$ cat src/hw/rtl/decimal96_multiply_unit_assert.svh
// Assertion macros for the decimal multiply unit.
// Included by the top level; no other dependencies.
`ifndef DECIMAL96_MULTIPLY_UNIT_ASSERT_SVH
`define DECIMAL96_MULTIPLY_UNIT_ASSERT_SVH
// Implication checked on every clock edge outside reset.
`define DM_ASSERT_IMP(label, ante, cons) \
  label: assert property (@(posedge clk) disable iff (!rst_n) (ante) |-> (cons)) \
    else $error("assertion failed");
// Next-cycle implication checked on every clock edge outside reset.
`define DM_ASSERT_NEXT(label, ante, cons) \
  label: assert property (@(posedge clk) disable iff (!rst_n) (ante) |=> (cons)) \
    else $error("assertion failed");
`endif

$ cat src/hw/rtl/dm96_pkg.sv
// Shared constants of the decimal multiply unit.
// No dependencies.
package dm96_pkg;
  localparam int unsigned MantW = 96;
  localparam int unsigned ProdW = 192;
  localparam int unsigned MaxScale = 28;
  localparam logic [31:0] FlagReserved = 32'h7F00FFFF;
  localparam logic [1:0] StOk = 2'd0;
  localparam logic [1:0] StBig = 2'd1;
  localparam logic [1:0] StSmall = 2'd2;
  localparam logic [1:0] StInvalid = 2'd3;
endpackage

$ cat src/hw/rtl/dm96_mul.sv
// Bit-serial 96 x 96 shift-and-add multiplier, one multiplier bit per cycle.
// Depends on dm96_pkg.
module dm96_mul import dm96_pkg::*; (
  input  logic               clk,
  input  logic               rst_n,
  input  logic               start,
  input  logic [MantW-1:0]   a,
  input  logic [MantW-1:0]   b,
  output logic               done,
  output logic [ProdW-1:0]   prod
);
  logic [ProdW-1:0] acc_r, acc_nxt;
  logic [MantW-1:0] mcand_r;
  logic [6:0] cnt_r;
  logic busy_r;
  logic [MantW:0] sum;

  assign sum = {1'b0, acc_r[ProdW-1:MantW]} + (acc_r[0] ? {1'b0, mcand_r} : '0);
  assign acc_nxt = {sum, acc_r[MantW-1:1]};
  assign prod = acc_r;

  always_ff @(posedge clk) begin
    if (!rst_n) begin
      busy_r <= 1'b0;
      cnt_r <= '0;
      done <= 1'b0;
    end else begin
      done <= 1'b0;
      if (start) begin
        busy_r <= 1'b1;
        cnt_r <= '0;
      end else if (busy_r) begin
        cnt_r <= cnt_r + 7'd1;
        if (cnt_r == 7'(MantW - 1)) begin
          busy_r <= 1'b0;
          done <= 1'b1;
        end
      end
    end
  end

  always_ff @(posedge clk) begin
    if (start) begin
      acc_r <= {{MantW{1'b0}}, b};
      mcand_r <= a;
    end else if (busy_r) begin
      acc_r <= acc_nxt;
    end
  end
endmodule

$ cat src/hw/rtl/dm96_div10.sv
// Divide-by-ten unit: divides the 192-bit word by ten, one 4-bit digit per
// cycle. Depends on dm96_pkg.
module dm96_div10 import dm96_pkg::*; (
  input  logic             clk,
  input  logic             rst_n,
  input  logic             start,
  input  logic [ProdW-1:0] x,
  output logic             done,
  output logic [ProdW-1:0] q,
  output logic [3:0]       rem
);
  logic [ProdW-1:0] sh_r;
  logic [3:0] r_r;
  logic [5:0] cnt_r;
  logic busy_r;
  logic [7:0] cur;
  logic [3:0] qd;
  logic [3:0] rn;
  logic [7:0] t0, t1, t2, t3;

  assign cur = {r_r, sh_r[ProdW-1 -: 4]};

  always_comb begin
    qd[3] = (cur >= 8'd80);
    t0 = qd[3] ? cur - 8'd80 : cur;
    qd[2] = (t0 >= 8'd40);
    t1 = qd[2] ? t0 - 8'd40 : t0;
    qd[1] = (t1 >= 8'd20);
    t2 = qd[1] ? t1 - 8'd20 : t1;
    qd[0] = (t2 >= 8'd10);
    t3 = qd[0] ? t2 - 8'd10 : t2;
  end

  assign rn = t3[3:0];
  assign q = sh_r;
  assign rem = r_r;

  always_ff @(posedge clk) begin
    if (!rst_n) begin
      busy_r <= 1'b0;
      done <= 1'b0;
      cnt_r <= '0;
    end else begin
      done <= 1'b0;
      if (start) begin
        busy_r <= 1'b1;
        cnt_r <= '0;
      end else if (busy_r) begin
        cnt_r <= cnt_r + 6'd1;
        if (cnt_r == 6'(ProdW / 4 - 1)) begin
          busy_r <= 1'b0;
          done <= 1'b1;
        end
      end
    end
  end

  always_ff @(posedge clk) begin
    if (start) begin
      sh_r <= x;
      r_r <= '0;
    end else if (busy_r) begin
      sh_r <= {sh_r[ProdW-5:0], qd};
      r_r <= rn;
    end
  end
endmodule

$ cat src/hw/rtl/decimal96_multiply_unit.sv
// Top level of the decimal multiply unit: control sequencer, operand check,
// rounding and output register. Depends on dm96_pkg, dm96_mul, dm96_div10.
//
// Channel | Direction | Contents
// in_     | slave     | tdata: a_mant_low, a_mant_high, a_flags, b_mant_low, b_mant_high, b_flags
// out_    | master    | tdata: p_mant_low, p_mant_high, p_flags, status
//
// After the bit-serial multiply, the product is divided by ten once per
// digit to drop, each division a 48-digit loop of the divider with its
// start and done handshake; up to 29 divisions are needed. An invalid item
// skips both and goes straight to the output state.
// One item is worked on at a time; in_tready is low while busy or while a
// result waits. Reset is synchronous and clears the sequencer and handshake state.
`include "decimal96_multiply_unit_assert.svh"
module decimal96_multiply_unit import dm96_pkg::*; (
  input  logic         clk,
  input  logic         rst_n,
  input  logic         in_tvalid,
  output logic         in_tready,
  // a_mant_low, a_mant_high, a_flags, b_mant_low, b_mant_high, b_flags
  input  logic [255:0] in_tdata,
  output logic         out_tvalid,
  input  logic         out_tready,
  // p_mant_low, p_mant_high, p_flags, status, zero fill
  output logic [135:0] out_tdata
);
  localparam logic [2:0] S_IDLE = 3'd0;
  localparam logic [2:0] S_MUL  = 3'd1;
  localparam logic [2:0] S_DIV  = 3'd2;
  localparam logic [2:0] S_RND  = 3'd3;
  localparam logic [2:0] S_OUT  = 3'd4;

  logic [2:0] state_r;
  logic [MantW-1:0] a_r, b_r;
  logic [31:0] fa_r, fb_r;
  logic [ProdW-1:0] p_r;
  logic [7:0] k_r;
  logic [7:0] need_r;
  logic [3:0] last_r;
  logic sticky_r, nz_r, fit_r;
  logic [135:0] out_r;
  logic mul_start_r, div_start_r, div_pend_r;
  logic mul_done, div_done;
  logic [ProdW-1:0] mprod, dq;
  logic [3:0] drem;
  logic [5:0] ssum;
  logic [7:0] need_c;
  logic [ProdW:0] rnd;
  logic do_up;
  logic sign;
  logic [7:0] rp;

  assign in_tready = (state_r == S_IDLE) && !out_tvalid;
  assign out_tdata = out_r;
  assign sign = fa_r[31] ^ fb_r[31];
  assign ssum = 6'(fa_r[23:16]) + 6'(fb_r[23:16]);

  dm96_mul u_mul (
    .clk(clk), .rst_n(rst_n), .start(mul_start_r), .a(a_r), .b(b_r),
    .done(mul_done), .prod(mprod)
  );
  dm96_div10 u_div (
    .clk(clk), .rst_n(rst_n), .start(div_start_r), .x(p_r),
    .done(div_done), .q(dq), .rem(drem)
  );

  always_comb begin
    need_c = k_r;
    if (8'(ssum) > k_r && 8'(ssum) - k_r > 8'(MaxScale)) begin
      need_c = 8'(ssum) - 8'(MaxScale);
    end
  end

  assign do_up = (last_r > 4'd5) || (last_r == 4'd5 && (sticky_r || p_r[0]));
  assign rnd = {1'b0, p_r} + {{ProdW{1'b0}}, do_up};
  assign rp = 8'(ssum) - k_r;

  always_ff @(posedge clk) begin
    if (!rst_n) begin
      state_r <= S_IDLE;
      out_tvalid <= 1'b0;
      mul_start_r <= 1'b0;
      div_start_r <= 1'b0;
      div_pend_r <= 1'b0;
    end else begin
      mul_start_r <= 1'b0;
      div_start_r <= 1'b0;
      if (out_tvalid && out_tready) out_tvalid <= 1'b0;
      unique case (state_r)
        S_IDLE: begin
          if (in_tvalid && in_tready) begin
            a_r <= in_tdata[95:0];
            fa_r <= in_tdata[127:96];
            b_r <= in_tdata[223:128];
            fb_r <= in_tdata[255:224];
            if ((in_tdata[127:96] & FlagReserved) != 0 ||
                (in_tdata[255:224] & FlagReserved) != 0 ||
                in_tdata[119:112] > 8'(MaxScale) ||
                in_tdata[247:240] > 8'(MaxScale)) begin
              out_r <= {6'd0, StInvalid, 32'd0, {MantW{1'b1}}};
              state_r <= S_OUT;
            end else begin
              mul_start_r <= 1'b1;
              state_r <= S_MUL;
            end
          end
        end
        S_MUL: begin
          if (mul_done) begin
            p_r <= mprod;
            nz_r <= (a_r != 0) && (b_r != 0);
            k_r <= '0;
            need_r <= '0;
            fit_r <= 1'b0;
            last_r <= '0;
            sticky_r <= 1'b0;
            div_pend_r <= 1'b0;
            state_r <= S_DIV;
          end
        end
        S_DIV: begin
          if (div_done) begin
            p_r <= dq;
            if (last_r != 0) sticky_r <= 1'b1;
            last_r <= drem;
            k_r <= k_r + 8'd1;
            div_pend_r <= 1'b0;
          end else if (!div_pend_r) begin
            if (!fit_r) begin
              if (p_r[ProdW-1:MantW] == 0) begin
                fit_r <= 1'b1;
                need_r <= need_c;
              end else begin
                div_start_r <= 1'b1;
                div_pend_r <= 1'b1;
              end
            end else if (8'(ssum) < k_r) begin
              out_r <= {6'd0, (sign ? StSmall : StBig), sign, 31'd0, {MantW{1'b1}}};
              state_r <= S_OUT;
            end else if (k_r >= need_r) begin
              state_r <= S_RND;
            end else begin
              div_start_r <= 1'b1;
              div_pend_r <= 1'b1;
            end
          end
        end
        S_RND: begin
          if (rnd[ProdW:MantW] != 0) begin
            out_r <= {6'd0, (sign ? StSmall : StBig), sign, 31'd0, {MantW{1'b1}}};
          end else begin
            out_r <= {6'd0, ((nz_r && rnd[MantW-1:0] == 0) ? StSmall : StOk),
                      sign, 7'd0, rp, 16'd0, rnd[MantW-1:0]};
          end
          state_r <= S_OUT;
        end
        S_OUT: begin
          out_tvalid <= 1'b1;
          state_r <= S_IDLE;
        end
        default: state_r <= S_IDLE;
      endcase
    end
  end

  `DM_ASSERT_IMP(a_ready_idle, in_tready, state_r == S_IDLE)
  `DM_ASSERT_NEXT(a_out_hold, out_tvalid && !out_tready, out_tvalid && $stable(out_tdata))
  `DM_ASSERT_IMP(a_pend_in_div, div_pend_r, state_r == S_DIV)
endmodule

$ cat config.mk
export PLATFORM = sky130hd
export DESIGN_NAME = decimal96_multiply_unit
export DESIGN_NICKNAME = d
export VERILOG_FILES = /design/src/hw/rtl/dm96_pkg.sv /design/src/hw/rtl/dm96_mul.sv /design/src/hw/rtl/dm96_div10.sv /design/src/hw/rtl/decimal96_multiply_unit.sv
export VERILOG_INCLUDE_DIRS = /design/src /design/src/hw/rtl
export SDC_FILE = /design/constraint.sdc
export NUM_CORES = 2
export LEC_CHECK = 0
export BUFFER_PORTS_ARGS = -buffer_cell sky130_fd_sc_hd__buf_2
export CORE_MARGIN = 4
export CORE_UTILIZATION = 60
export CTS_CLUSTER_SIZE = 20
export DETAILED_ROUTE_END_ITERATION = 8
export PLACE_DENSITY_LB_ADDON = 0.1
export RECOVER_POWER = 100
export SYNTH_ARGS = -nofsm -noshare
export SYNTH_HDL_FRONTEND = slang
export SYNTH_HIERARCHICAL = 1
export SYNTH_SLANG_ARGS = --single-unit
$ cat constraint.sdc
create_clock -name clk -period 37.7 [get_ports clk]
set_clock_uncertainty 0.15 [all_clocks]
set_input_delay 1.885 -clock clk [delete_from_list [all_inputs] [get_ports clk]]
set_output_delay 1.885 -clock clk [all_outputs]
set_load 0.05 [all_outputs]
; Word level (Yosys, flattened, before mapping)
; Index checks and enable logic that the tools add are counted.
[word_totals]
regBits = 1115
input_bits = 260
output_inout_bits = 138
word_cells = 186
[classes]
addsub = 12
magnitude_cmp = 11
n_eq_ne = 19
muxes = 70
n_bitwise = 5
reduce_logical = 41
[op_table]
columns = operator, n
row1 = 136-bit two-way mux, 6
row2 = 192-bit two-way mux, 4
row3 = 136-bit one-hot mux with 3 select lines, 1
row4 = 192-bit one-hot mux with 2 select lines, 1
row5 = 96-bit two-way mux, 3
row6 = 192-bit by 1-bit adder with 193-bit output, 1
row7 = 96-bit logical NOT, 2
row8 = 96-bit nonzero test, 2
row9 = 130-bit two-way mux, 1
row10 = 96-bit by 96-bit adder with 97-bit output, 1
row11 = 97-bit nonzero test, 1
row12 = 8-bit two-way mux, 10
row13 = 32-bit nonzero test, 2
row14 = 8-bit one-hot mux with 2 select lines, 2
row15 = 8-bit by 5-bit > comparator with 1-bit output (second input constant), 3
row16 = 1-bit two-way mux, 24
row17 = 3-bit two-way mux, 8
row18 = 2-bit != test (second input constant), 7
row19 = 4-bit two-way mux, 3
row20 = 3-bit one-hot mux with 4 select lines, 1
row21 = 5-bit AND reduction, 2
row22 = 8-bit by 1-bit adder with 8-bit output (second input constant), 1
row23 = 8-bit by 4-bit greater-or-equal comparator with 1-bit output (second input constant), 1
row24 = 8-bit by 5-bit greater-or-equal comparator with 1-bit output (second input constant), 1
row25 = other kinds (44), 70

; Longest topological paths before layout
[depth]
word_depth = 10
depth_mapped = 20
ltp_nobuf = 16

; By module
; Netlist, hierarchy kept.
[modules_own_cells]
columns = module, n_inst, cells_each, area_each_um2
row1 = decimal96_multiply_unit, 1, 2858, 28449.8
row2 = dm96_mul, 1, 1718, 17209.0
row3 = dm96_div10, 1, 549, 9172.5

; Least setup slack after synthesis
; OpenSTA, ideal clock, no wires.
[synth_path]
path_kind = register to register
startpoint = reg fa_r[16]
endpoint = reg out_r[0] (netlist: out_tdata[0]) (enable)
setup_ps = 1141
arrival_time_ps = 18955
setup_slack_ps = 17454
stages_incl_launch_ff = 16
n_path_buf = 0
cell_sequence = edfxtp_1 ha_1 inv_1 fa_1 inv_1 a21o_1 a21oi_1 xnor2_1 ha_1 inv_1 o21bai_1 a21oi_1 nor3_1 nand2_1 a21boi_0 a2111oi_0
[synth_via]
elab_chain_len = 4
[synth_lines]
columns = item, line_no
row1 = start: declaration, decimal96_multiply_unit.sv:35  ; logic [31:0] fa_r, fb_r;
row2 = start signal: assignment, decimal96_multiply_unit.sv:93  ; fa_r <= in_tdata[127:96];
row3 = 6-bit adder, decimal96_multiply_unit.sv:56  ; assign ssum = 6'(fa_r[23:16]) + 6'(fb_r[23:16]);
row4 = 6-bit by 8-bit < comparator with 1-bit output, decimal96_multiply_unit.sv:137  ; end else if (8'(ssum) < k_r) begin
row5 = 2-bit != test (no source line), n/a
row6 = 8-bit AND reduction (no source line), n/a
row7 = end signal: assignment, decimal96_multiply_unit.sv:138  ; out_r <= {6'd0, (sign ? StSmall : StBig), sign, 31'd0, {MantW{1'b1}}};
row8 = end signal: assignment, decimal96_multiply_unit.sv:150  ; out_r <= {6'd0, (sign ? StSmall : StBig), sign, 31'd0, {MantW{1'b1}}};
row9 = end signal: assignment, decimal96_multiply_unit.sv:152  ; out_r <= {6'd0, ((nz_r && rnd[MantW-1:0] == 0) ? StSmall : StOk),
row10 = end: declaration, decimal96_multiply_unit.sv:41  ; logic [135:0] out_r;
; Every way passes these cells.
; A chain may end at the register's enable or synchronous reset.

; Final worst setup path
[layout_path]
startpoint = reg div_start_r
endpoint = reg u_div.sh_r[84] (netlist: u_div/q[84]) (enable)
[layout_via]
elab_chain_len = 1
[layout_lines]
columns = item, line_no
row1 = start: declaration, decimal96_multiply_unit.sv:42  ; logic mul_start_r, div_start_r, div_pend_r;
row2 = start signal: assignment, decimal96_multiply_unit.sv:83  ; div_start_r <= 1'b0;
row3 = start signal: assignment, decimal96_multiply_unit.sv:87  ; div_start_r <= 1'b0;
row4 = start signal: assignment, decimal96_multiply_unit.sv:134  ; div_start_r <= 1'b1;
row5 = 2-bit nonzero test (no source line), n/a
row6 = end signal: assignment, dm96_div10.sv:63  ; sh_r <= {sh_r[ProdW-5:0], qd};
row7 = end: declaration, dm96_div10.sv:12  ; logic [ProdW-1:0] sh_r;
; Every way passes these cells.

==> results_dict.tcl <==
set metrics [dict create \
    status "finished, violations left" \
    violations "capacitance limit, slew limit" \
    r2r-start "div_start_r" \
    hold_path_class "flip-flop to flip-flop" \
    power.density_mw_per_mm2 46.9 \
    total_power_mw 2.84 \
    clockBufferDepth 3 \
    register_area_mm2 0.0299 \
    synth.top_cells.by_count "957 x nand2_1, 912 x edfxtp_1, 289 x mux2_2, 274 x nor2_1, 240 x nand4_1" \
    syn_to_final_growth_pct 10.5 \
    synth_area_mm2 0.0548 \
    setup_viol 0 \
    final_hold_viol_count 0 \
    place.gp.congestion 1.06 \
    fmax_mhz 107 \
    yosys.area.top_type_share_pct 49.9 \
    critPathArrivalTime_ns 9.42 \
    place_ws_ns 31.66 \
    vias_per_cell 6.52 \
    hold_start "a_r[28]" \
    combPwrFrac_pct 14.1 \
    path_max_fanout 70 \
    wl_per_cell_um 25.8 \
    grt_start_max_net_pins 79 \
    die_area_mm2 0.0963 \
    fin_nets 5796 \
    internal_power_mw 2.09 \
    ios 398 \
    clock_sinks 1036 \
    multiInputGateArea_mm2 0.0234 \
    routed_wl_mm 172 \
    start_util_pct 60.7 \
    dp_hpwl_mm 130 \
    grt_setup_unrepaired "false" \
    crit_type "flip-flop to flip-flop" \
    syn-instance-count 5125 \
    netSwitchingPower_uw 753 \
    cts_resized 0 \
    grt_overflow 0 \
    grt_pass1_vias 41300 \
    ys_types 113 \
    start_kind "flip-flop" \
    row_count 110 \
    min_period_ns 9.36 \
    synthTopCellsByArea "edfxtp_1 50%, nand2_1 6.6%, mux2_2 5.9%, dfxtp_1 4.5%, ha_1 2.8%" \
    drtAntennaViolNets 0 \
    htree_levels 3 \
    seqPwrFrac_pct 48.8 \
    synth_ff_type "edfxtp_1" \
    insertion_delay_ns 0.70 \
    fillCellCount 7013 \
    worst_slack_ns 28.34 \
    endpoint_kind "flip-flop" \
    vias 43500 \
    swShare_pct 26.5 \
    crit_required_ns 37.76 \
    ys_warn_count 6 \
    coreArea_mm2 0.0903 \
    worst_pin_slew_ns 4.34 \
    maxCapViolCount 32 \
    fp.dieW_um 310 \
    grt_pass1_wl_mm 255 \
    synth.most_common_cell "nand2_1" \
    root_buffer "clkbuf_16" \
    async_flop_share_pct 0 \
    antenna_found_initial 7 \
    path_clk_slew_ns 0.07 \
    synth-seq-area-share_pct 54.5 \
    cp-startpoint "div_start_r" \
    met2_usage_pct 54.8 \
    grt.total_usage_pct 35.0 \
    finalSetupTns_ns 0 \
    drcViolationCount 0 \
    finalMaxSlewViolations 1736 \
    syn_avg_cell_area_um2 10.7 \
    die-height_um 310 \
    p_clk_share_pct 37.1 \
    hold_buffers 0 \
    top_usage_layer "met2" \
    port_buffers 368 \
    yosys_register_bits 1036 \
    drive_gt1_share_pct 13.8 \
    synth_edf_count 912 \
    gr-usage-met1_pct 47.7 \
    numCtsBuffers 103 \
    yosysTopAreaCell "edfxtp_1" \
    slew_headroom_pct -189 \
    drtPass1Iterations 9 \
    min_period_over_period_pct 24.8 \
    cts_tree "yes" \
    vdd_drop_max_mv 0.0437 \
    drt_iter0_drc 5822 \
    power.leakage_nw 20.7 \
    post_cts.repair.setup_buffers 0 \
    grt_use_met3_pct 7.26 \
]
==> cell families after synthesis <==
family                     synth area share [%]
and+or+nand+nor                            21.3
DFF                                        54.5
buffers and inverters                      2.95
muxes                                      6.83
adders and majority gates                  2.91
xor gates and xnor gates                   3.93
AOI/OAI and AO/OA                          7.59
other                                   0.00684
==> sequential cells by signal, indices dropped and copies added, names as in the netlist, 6 cells and up <==
name and flops:
p_r 192, u_div/q 192, u_mul/prod 192, out_tdata 107, a_r 96, b_r 96
u_mul/mcand_r 96, k_r 8, need_r 8, fa_r 7, fb_r 7, u_mul/cnt_r 7
u_div/cnt_r 6
==> area by class of cell <==
type | count | area share (%)
antenna | 1 | 0.00413
clock buffer | 120 | 4.37
clock inverter | 75 | 1.32
inverter | 102 | 0.636
multi-input combinational | 3741 | 38.6
sequential | 1036 | 49.3
tap | 1176 | 2.43
timing repair buffer | 427 | 3.32
==> final timing paths <==
check | slack (ns) | endpoint | cells after the start
setup reg to reg | 28.34 | u_div/q[84] | 3
hold reg to reg | 0.30 | u_mul/mcand_r[28] | 0
setup / recovery | 28.34 | u_div/q[84] | 3
hold / removal | 0.30 | u_mul/mcand_r[28] | 0
==> worst max-delay path: stages, from the launching register on <==
cell	delay [ns]
dfxtp_1	2.52
or2_2	0.36
clkbuf_1	2.75
clkbuf_1	2.97
==> through the flow <==
| stage | instances | area, um^2 | utilization, % | hold slack (ns) |
|---|---|---|---|---|
| 6_report | 6678 | 60600 | 67.1 | 0.297 |
| 5_1_grt | 6677 | 60600 | 67.1 | 0.309 |
| 4_1_cts | 6677 | 61000 | 67.6 | 0.298 |
| 3_5_place_dp | 6482 | 57500 | 63.7 | 0.283 |
| 3_3_place_gp | 6482 | 57500 | 63.7 | 0.283 |
| 2_1_floorplan | 5153 | 54900 | - | 0.277 |
==> layer usage <==
metal | vias up | part of all wire [%]
met3 | 450 | 9.9
met1 | 20900 | 40
li1 | 19600 | -
met5 | - | 0.024
met4 | 6 | 5.0
met2 | 2548 | 45
==> power by group through the flow <==
| stage | Clock, mW | Combinational [mW] | Sequential, mW |
|---|---|---|---|
| 2_1_floorplan | 0 | 0.297 | 1.41 |
| 3_3_place_gp | 0 | 0.386 | 1.40 |
| 3_5_place_dp | 0 | 0.391 | 1.41 |
| 4_1_cts | 1.07 | 0.394 | 1.38 |
| 5_1_grt | 1.11 | 0.440 | 1.40 |
| 6_report | 1.06 | 0.400 | 1.39 |
==> placed cells by master (no fill, tap or decap), drive strengths merged, types with 27 or more instances in the layout <==
cell	count
a21oi	193
clkbuf	276
or3	35
nand3	166
ha	122
a21o	52
and2	123
o21a	28
and4	31
mux2i	49
inv	109
and3	56
xnor2	140
nand4	241
mux2	289
nor2	274
dfxtp	124
nor4	233
nand2	957
buf	271
or4	27
edfxtp	912
clkinv	48
nor3	121
o21bai	27
conb	29
o21ai	150
xor2	106
Note: power is estimated with default switching activity, not from simulation.
